<file path="src/sv/lpr_pkg.sv">
// Shared types and constants of the LRU page replacement block.
package lpr_pkg;

  // Width of the page field on the input channel.
  localparam int unsigned PageInW = 16;
  // Width of the frame-limit register.
  localparam int unsigned CfgW = 4;
  // Width of the running fault total.
  localparam int unsigned TotalW = 32;
  // Frame limit after reset.
  localparam logic [CfgW-1:0] FramesReset = 4'd8;

  // Per-reference control broadcast to every cell.
  typedef struct packed {
    logic go;       // apply the pending reference this cycle
    logic hit_any;  // some cell holds the page
    logic fill;     // miss with room: load the first free frame
    logic repl;     // miss without room: replace the least recent frame
  } lpr_ctl_t;

endpackage

</file>
<file path="src/sv/lpr_ifs.sv">
// Valid/ready channel interfaces for page references and fault results.
interface lpr_page_if;
  logic                        valid;
  logic                        ready;
  logic [lpr_pkg::PageInW-1:0] page;

  modport source (output valid, output page, input ready);
  modport sink   (input valid, input page, output ready);
endinterface

interface lpr_result_if;
  logic                       valid;
  logic                       ready;
  logic                       fault;
  logic [lpr_pkg::TotalW-1:0] fault_total;

  modport source (output valid, output fault, output fault_total, input ready);
  modport sink   (input valid, input fault, input fault_total, output ready);
endinterface

</file>
<file path="src/sv/lpr_cell.sv">
// One frame of the LRU tracker: resident page, valid bit and recency rank.
module lpr_cell #(
  parameter int unsigned PAGE_BITS = 16,
  parameter int unsigned RANK_W    = 3
) (
  input  logic                 clk_i,
  input  logic                 rst_ni,
  input  lpr_pkg::lpr_ctl_t    ctl_i,
  input  logic [PAGE_BITS-1:0] page_i,
  input  logic [RANK_W-1:0]    hit_rank_i,
  input  logic [RANK_W-1:0]    last_rank_i,
  input  logic                 free_i,
  output logic                 free_o,
  output logic                 hit_o,
  output logic [RANK_W-1:0]    rank_o
);

  logic [PAGE_BITS-1:0] page_q;
  logic                 valid_q;
  logic [RANK_W-1:0]    rank_q;
  logic                 load;

  assign hit_o  = valid_q && (page_q == page_i);
  assign rank_o = rank_q;
  // A free frame earlier in the row (lower index) already claims the fill.
  assign free_o = free_i | ~valid_q;

  assign load = (ctl_i.fill && !valid_q && !free_i) ||
                (ctl_i.repl && valid_q && (rank_q == last_rank_i));

  always_ff @(posedge clk_i or negedge rst_ni) begin
    if (!rst_ni) begin
      valid_q <= 1'b0;
      rank_q  <= '0;
    end else if (ctl_i.go) begin
      if (ctl_i.hit_any) begin
        if (hit_o) begin
          rank_q <= '0;
        end else if (valid_q && (rank_q < hit_rank_i)) begin
          rank_q <= rank_q + 1'b1;
        end
      end else if (load) begin
        valid_q <= 1'b1;
        rank_q  <= '0;
      end else if (valid_q) begin
        rank_q <= rank_q + 1'b1;
      end
    end
  end

  always_ff @(posedge clk_i) begin
    if (ctl_i.go && !ctl_i.hit_any && load) begin
      page_q <= page_i;
    end
  end

endmodule

</file>
<file path="src/sv/lru_page_replacement.sv">
// Top level of the LRU page replacement tracker: row of frame cells and fault counter.
// An accepted page waits in the pending register until the output register is free;
// it is then applied to the cells and its result registered, held until the sink takes it.
// Throughput: one page per cycle while the sink keeps up; the cell row compares, ages and
// loads as the pending reference is applied, so the next reference sees the updated frames.
// Reset (async, active low): every frame empty, occupancy and fault total zero, limit eight.
module lru_page_replacement #(
  parameter int unsigned NUM_FRAMES = 8,
  parameter int unsigned PAGE_BITS  = 16
) (
  input  logic                       clk_i,
  input  logic                       rst_ni,
  lpr_page_if.sink                   in_i,
  lpr_result_if.source               out_o,
  input  logic                       cfg_we_i,
  input  logic [lpr_pkg::CfgW-1:0]   cfg_wdata_i
);

  localparam int unsigned RankW = (NUM_FRAMES > 1) ? $clog2(NUM_FRAMES) : 1;
  localparam int unsigned OccW  = $clog2(NUM_FRAMES + 1);

  // Frame limit register.
  logic [lpr_pkg::CfgW-1:0] cfg_q;
  logic [lpr_pkg::CfgW-1:0] cfg_eff;

  // Pending reference between acceptance and the cell update.
  logic                 pend_q;
  logic [PAGE_BITS-1:0] page_q;
  logic                 proc;

  // Bookkeeping.
  logic [OccW-1:0]                occ_q;
  logic [RankW-1:0]               occ_m1;
  logic [lpr_pkg::TotalW-1:0]     fault_cnt_q;
  logic [lpr_pkg::TotalW-1:0]     fault_cnt_d;

  // Output register.
  logic                           out_valid_q;
  logic                           out_fault_q;
  logic [lpr_pkg::TotalW-1:0]     out_total_q;

  // Cell row.
  lpr_pkg::lpr_ctl_t              ctl;
  logic [NUM_FRAMES-1:0]          hit_vec;
  logic [RankW-1:0]               rank_vec [NUM_FRAMES];
  logic [NUM_FRAMES:0]            free_chain;
  logic [RankW-1:0]               hit_rank;
  logic                           room;

  // Configuration: writes land directly in the limit register.
  always_ff @(posedge clk_i or negedge rst_ni) begin
    if (!rst_ni) begin
      cfg_q <= lpr_pkg::FramesReset;
    end else if (cfg_we_i) begin
      cfg_q <= cfg_wdata_i;
    end
  end

  // A limit of zero acts as one; limits above the frame count are capped by
  // the free-frame chain running dry.
  assign cfg_eff = (cfg_q == '0) ? lpr_pkg::CfgW'(1) : cfg_q;

  // Apply the pending reference whenever the output register can take its
  // result; accept a new beat in the same cycle so the pipe never bubbles.
  assign proc       = pend_q && (!out_valid_q || out_o.ready);
  assign in_i.ready = !pend_q || proc;

  always_ff @(posedge clk_i or negedge rst_ni) begin
    if (!rst_ni) begin
      pend_q <= 1'b0;
    end else if (in_i.valid && in_i.ready) begin
      pend_q <= 1'b1;
    end else if (proc) begin
      pend_q <= 1'b0;
    end
  end

  // Mask the page to the tracked width.
  always_ff @(posedge clk_i) begin
    if (in_i.valid && in_i.ready) begin
      page_q <= PAGE_BITS'(in_i.page);
    end
  end

  // Hits are one-hot (resident pages are distinct), so OR the ranks together.
  always_comb begin
    hit_rank = '0;
    for (int i = 0; i < NUM_FRAMES; i++) begin
      hit_rank = hit_rank | (hit_vec[i] ? rank_vec[i] : '0);
    end
  end

  // Room to fill: below the limit and some frame still free. Valid frames
  // always form a prefix, so the least recent one carries rank occ-1.
  assign room   = (32'(occ_q) < 32'(cfg_eff)) && free_chain[NUM_FRAMES];
  assign occ_m1 = RankW'(occ_q - 1'b1);

  assign ctl.go      = proc;
  assign ctl.hit_any = |hit_vec;
  assign ctl.fill    = !ctl.hit_any && room;
  assign ctl.repl    = !ctl.hit_any && !room;

  assign free_chain[0] = 1'b0;

  for (genvar g = 0; g < NUM_FRAMES; g++) begin : g_cell
    lpr_cell #(
      .PAGE_BITS (PAGE_BITS),
      .RANK_W    (RankW)
    ) u_cell (
      .clk_i       (clk_i),
      .rst_ni      (rst_ni),
      .ctl_i       (ctl),
      .page_i      (page_q),
      .hit_rank_i  (hit_rank),
      .last_rank_i (occ_m1),
      .free_i      (free_chain[g]),
      .free_o      (free_chain[g+1]),
      .hit_o       (hit_vec[g]),
      .rank_o      (rank_vec[g])
    );
  end

  // Saturating fault total: hold at all ones.
  assign fault_cnt_d = (fault_cnt_q == '1) ? fault_cnt_q : fault_cnt_q + 1'b1;

  always_ff @(posedge clk_i or negedge rst_ni) begin
    if (!rst_ni) begin
      occ_q       <= '0;
      fault_cnt_q <= '0;
    end else if (proc && !ctl.hit_any) begin
      fault_cnt_q <= fault_cnt_d;
      if (ctl.fill) begin
        occ_q <= occ_q + 1'b1;
      end
    end
  end

  // Output register: load on apply, drop once the sink takes the beat.
  always_ff @(posedge clk_i or negedge rst_ni) begin
    if (!rst_ni) begin
      out_valid_q <= 1'b0;
    end else if (proc) begin
      out_valid_q <= 1'b1;
    end else if (out_o.ready) begin
      out_valid_q <= 1'b0;
    end
  end

  always_ff @(posedge clk_i) begin
    if (proc) begin
      out_fault_q <= !ctl.hit_any;
      out_total_q <= ctl.hit_any ? fault_cnt_q : fault_cnt_d;
    end
  end

  assign out_o.valid       = out_valid_q;
  assign out_o.fault       = out_fault_q;
  assign out_o.fault_total = out_total_q;

`ifndef SYNTHESIS
  a_hit_onehot: assert property (@(posedge clk_i) disable iff (!rst_ni)
    proc |-> $onehot0(hit_vec))
    else $error("more than one frame holds the referenced page");

  a_fill_grows: assert property (@(posedge clk_i) disable iff (!rst_ni)
    (proc && ctl.fill) |=> (occ_q == $past(occ_q) + 1'b1))
    else $error("fill did not grow occupancy");

  a_hit_keeps: assert property (@(posedge clk_i) disable iff (!rst_ni)
    (proc && ctl.hit_any) |=> ($stable(occ_q) && $stable(fault_cnt_q)))
    else $error("hit changed occupancy or fault total");

  a_fault_total: assert property (@(posedge clk_i) disable iff (!rst_ni)
    (out_o.valid && out_o.fault) |-> (out_o.fault_total != '0))
    else $error("fault reported with zero total");

  a_occ_bound: assert property (@(posedge clk_i) disable iff (!rst_ni)
    32'(occ_q) <= 32'(NUM_FRAMES))
    else $error("occupancy exceeds frame count");
`endif

endmodule

</file>
<file path="src/flat_wrapper.sv">
// flat-port wrapper written by rule: the top's interface ports become plain ports
module lru_page_replacement_flat 
#(
  parameter int unsigned NUM_FRAMES = 8,
  parameter int unsigned PAGE_BITS  = 16
)
  (clk_i, rst_ni, cfg_we_i, cfg_wdata_i, in_i_valid, in_i_page, in_i_ready, out_o_valid, out_o_fault, out_o_fault_total, out_o_ready);
  lpr_page_if in_i_i ();
  lpr_result_if out_o_i ();
  input  logic clk_i;
  input  logic rst_ni;
  input  logic cfg_we_i;
  input  logic [lpr_pkg::CfgW-1:0] cfg_wdata_i;
  input wire logic [$bits(in_i_i.valid)-1:0] in_i_valid;
  input wire logic [$bits(in_i_i.page)-1:0] in_i_page;
  output wire logic [$bits(in_i_i.ready)-1:0] in_i_ready;
  output wire logic [$bits(out_o_i.valid)-1:0] out_o_valid;
  output wire logic [$bits(out_o_i.fault)-1:0] out_o_fault;
  output wire logic [$bits(out_o_i.fault_total)-1:0] out_o_fault_total;
  input wire logic [$bits(out_o_i.ready)-1:0] out_o_ready;
  assign in_i_i.valid = in_i_valid;
  assign in_i_i.page = in_i_page;
  assign in_i_ready = in_i_i.ready;
  assign out_o_valid = out_o_i.valid;
  assign out_o_fault = out_o_i.fault;
  assign out_o_fault_total = out_o_i.fault_total;
  assign out_o_i.ready = out_o_ready;
  lru_page_replacement #(.NUM_FRAMES(NUM_FRAMES), .PAGE_BITS(PAGE_BITS)) u_core (.clk_i(clk_i), .rst_ni(rst_ni), .in_i(in_i_i), .out_o(out_o_i), .cfg_we_i(cfg_we_i), .cfg_wdata_i(cfg_wdata_i));
endmodule
</file>
<file path="config.mk">
export PLATFORM = sky130hd
export DESIGN_NAME = lru_page_replacement_flat
export DESIGN_NICKNAME = d
export VERILOG_FILES = /design/src/sv/lpr_pkg.sv /design/src/sv/lpr_ifs.sv /design/src/sv/lpr_cell.sv /design/src/sv/lru_page_replacement.sv /design/src/flat_wrapper.sv
export SDC_FILE = /design/constraint.sdc
export NUM_CORES = 1
export LEC_CHECK = 0
export CAP_MARGIN = 10
export CORE_MARGIN = 2
export CORE_UTILIZATION = 25
export DETAILED_ROUTE_END_ITERATION = 10
export DONT_BUFFER_PORTS = 1
export HOLD_SLACK_MARGIN = 0.03
export PLACE_DENSITY = 0.41
export SLEW_MARGIN = 10
export SYNTH_ARGS = -nofsm -noshare
export SYNTH_HDL_FRONTEND = slang
export SYNTH_SLANG_ARGS = --single-unit
</file>
<file path="constraint.sdc">
create_clock -name clk_i -period 12 [get_ports clk_i]
set_input_delay 0.6 -clock clk_i [delete_from_list [all_inputs] [get_ports clk_i]]
set_output_delay 0.6 -clock clk_i [all_outputs]
set_load 0.05 [all_outputs]
</file>
==> impl_results.md <==
- Outcome: finished clean
- Yosys cell types: 90
- FF-to-FF setup slack: 7.40 ns
- Crit start category: flip-flop
- Setup Buffers After CTS: 0
- Row cnt: 83
- Fmax: 217.5 MHz
- Via count: 8819
- Yosys reg bits: 251
- Final Net Count: 1174
- Die Y-Extent: 231.9 um
- Antenna viol nets, final: 0
- Final Routed Wirelength: 39.48 mm
- Largest family of logic cells by synthesized area: simple AND/OR/NAND/NOR gates
- Fillers: 5325
- CTS max path bufs: 3
- R2r endpoint: u_core.g_cell[6].u_cell.rank_o[0]
- DP Area: 13690 um2
- RSZ-0062 raised after global routing: no
- Final Setup Violations: 0
- Worst-Margin Slew: 1.160 ns
- Commonest non-fill, non-tap cell in the layout: edfxtp_1
- Placer congestion estimate: 0.9213
- Worst Setup EP: u_core.g_cell[6].u_cell.rank_o[0]
- Post-Route M1 WL: 18.15 mm
- Simple-gate share of the synthesized area: 0.1648
- CP Data Required Time: 12.44 ns
- Die X: 231.9 um
- WL met3: 1.670 mm
- Worst rel slew slack: 0.2196
- Internal Power: 2.097 mW
- PD cells: 222.3 nW/um2
- Final period util: 0.3832
- Compound-gate portion of the synthesized area: 0.08299
- Worst-path fanout max: 20
- Syn nets: 1167
- Worst-path clk slew: 0.06 ns
- Top FF cell, synth: edfxtp_1
- Worst Setup SP: u_core.page_q[5]
- Total net switching power: 1.207 mW
- Area leader, netlist: edfxtp_1
- Met2 routed WL: 18.68 mm
- Layout cells sized above 1: 0.09569
- DR WL/cell: 21.46 um
- Initial antenna violation count: 1
- Hold Path Class: primary input to flip-flop
- IO buf count: 0
- Switch share: 0.3653
- Area grow syn2layout: 14.54%
- Maximum vdd ir drop: 0.1081 mV
- Sequential fraction of the synthesis area: 0.5522
- Top-area cell type share of the netlist area: 0.4094
- Max Clock Skew: 0.03971 ns
- Synth top area cells: edfxtp_1 (41%), dfrtp_1 (14%), xnor2_1 (6.9%), xor2_1 (5.7%), nand2_1 (2.6%)
- Detailed Route Iter0 Violations: 687
- CTS buffer count: 34
- Clock sinks: 251
- Root Buffer: clkbuf_16
- First-pass GRT wire length: 58.88 mm
- Data arrival, critical path: 5.04 ns
- Worst setup EP type: flip-flop
- Total number of yosys warnings: 0
- Average size of a mapped cell: 11.51 um2
- Flop pwr share: 0.430
- Initial Utilization: 0.2530
- RR Startpoint: u_core.page_q[5]
- TritonRoute pass-1 iters: 5
- Top Ports: 60
- Worst-path cell chain: xnor2_1, nand4_1, nor3_1, and2_0, or4b_1, nand2b_1, o21bai_1, o21ai_1, a21o_1, mux2_4
- Commonest non-fill, non-tap cells in the layout: edfxtp_1 (177), xnor2_1 (103), nand2_1 (89), xor2_1 (85), dfrtp_1 (73)
- Leak: 5.360 nW
- Largest net degree at the start of global routing: 75
- Power Total: 3.305 mW
- Post-route minimum period: 4.598 ns
- Post-Layout Inst Area: 14870 um2
- Comb pwr share: 0.260
- Post-synthesis xor/xnor area fraction: 0.1281
- Die area: 53760 um2
- Slowest stage delay, CP: 0.90 ns
- DR top layer: met4
- Residual DRC: 0
- Post-DP HPWL: 27.98 mm
- Crit Path Class: flip-flop to flip-flop
- Mux contribution to synthesized area: 0.01349
- Number of antenna repair diodes: 0
- Syn Std Cell Area: 12980 um2
- Drt via density: 4.793
- Core footprint: 51300 um2
- Setup tns final: 0 ns
- Vias in the first global route: 8785
- Post-synthesis adder-cell area fraction: 0.02246
- Post-synth EDFFs: 177
- R2R depth: 10
- Slowest-stage cell, CP: edfxtp_1
- Max-cap violations: 0
- GR Util All Layers: 0.1477
- Clock network fraction of total power: 0.310
- H-tree levels: 2
- Synth Instances: 1128
- Async SR Flop Fraction: 0.2948
- Clock latency on the worst-skew pair: 0.57 ns
- Hold Fails Final Rpt: 0
- Overflow after GRT: 0
- Slew Limit Fails: 0
- CTS tree: built
[repair_timing]
item                      4_1_cts  5_1_grt
hold endpoints to repair       74        0
gates resized for setup         0        0
hold buffers                    2        0
[kinds of logic after synthesis]
logic type | after synthesis
xor gates and xnor gates | 189
DFF | 251
and+or+nand+nor | 401
muxes | 16
AOI/OAI and AO/OA | 148
buffers and inverters | 98
adders and majority gates | 25
[cell usage after synthesis (6+ instances only)]
library cell	count
nor2b_1	10
o22ai_1	10
o21ai_0	28
ha_1	14
edfxtp_1	177
xor2_1	85
nor3_1	29
buf_6	6
mux2_2	7
o2111ai_1	6
a31oi_1	7
nand3_1	47
nor4_1	17
mux2i_1	7
inv_1	49
nand2b_1	23
o32ai_1	8
buf_4	11
nor2_1	62
and3_1	31
or3_1	6
dfrtp_1	73
clkbuf_1	18
maj3_1	6
or2_2	6
nand2_1	89
buf_2	10
xnor2_1	103
nand4_1	44
a21oi_1	20
[worst max-delay path: cells and delay by family, from the launching register on]
kind | cells | cell delay (ns)
AO/OA/AOI/OAI | 3 | 0.56
XOR/XNOR | 1 | 0.20
flip-flops | 1 | 0.90
multiplexers | 1 | 0.31
AND/OR/NAND/NOR | 5 | 2.48
[cell type report]
cell class                 count  area, um2  area share
inverter                      51      191.4     0.01287
timing repair buffer          18      157.7     0.01060
clock buffer                  40      873.3     0.05873
sequential                   251       7168      0.4821
tap                          680      850.8     0.05722
multi-input combinational    779       5360      0.3605
clock inverter                21      267.8     0.01801
[state kept, by name, indices dropped and copies added, names as in the netlist]
register	count
u_core.out_o.fault_total	32
u_core.page_q	16
u_core.g_cell.u_cell.page_q	128
u_core.fault_cnt_q	32
u_core.cfg_q	4
u_core.pend_q	1
u_core.g_cell.u_cell.rank_o	24
u_core.out_o.valid	1
u_core.g_cell.u_cell.valid_q	8
u_core.occ_q	4
u_core.out_o.fault	1
[power groups by stage]
stage	sequential, mW	clock [mW]	combinational [mW]
after floorplan	1.32	0	0.645
after global routing	1.45	1.10	0.961
after CTS	1.42	1.06	0.871
after global placement	1.44	0	0.861
final	1.42	1.02	0.858
after detailed placement	1.44	0	0.862
[worst min-delay path by stage]
stage / slack, ns / cells past startpoint / from / end
3_3_place_gp: 0.31 / 0 / rst_ni / u_core.cfg_q[0]
3_5_place_dp: 0.31 / 0 / rst_ni / u_core.cfg_q[0]
4_1_cts: 0.09 / 0 / in_i_page[12] / u_core.page_q[12]
2_1_floorplan: 0.30 / 0 / rst_ni / u_core.cfg_q[0]
6_report: 0.13 / 0 / in_i_page[8] / u_core.page_q[8]
5_1_grt: 0.1 / 0 / in_i_page[5] / u_core.page_q[5]
[per-stage QoR]
| step | std cells | utilization | hold WS (ns) | setup WS [ns] |
|---|---|---|---|---|
| after global placement | 1777 | 0.2669 | 0.3111 | 7.459 |
| after detailed placement | 1777 | 0.2669 | 0.3117 | 7.458 |
| after floorplan | 1128 | - | 0.3044 | 7.969 |
| after CTS | 1840 | 0.2898 | 0.09089 | 7.431 |
| after global routing | 1840 | 0.2898 | 0.09554 | 7.129 |
| final | 1840 | 0.2898 | 0.1255 | 7.402 |
[metal layers]
layer,up-vias,GRT usage
li1,4141,-
met4,0,0.04708
met1,4393,0.1977
met5,-,0
met3,58,0.02296
met2,227,0.2438
No activity file was read; power rests on OpenSTA's default activity.
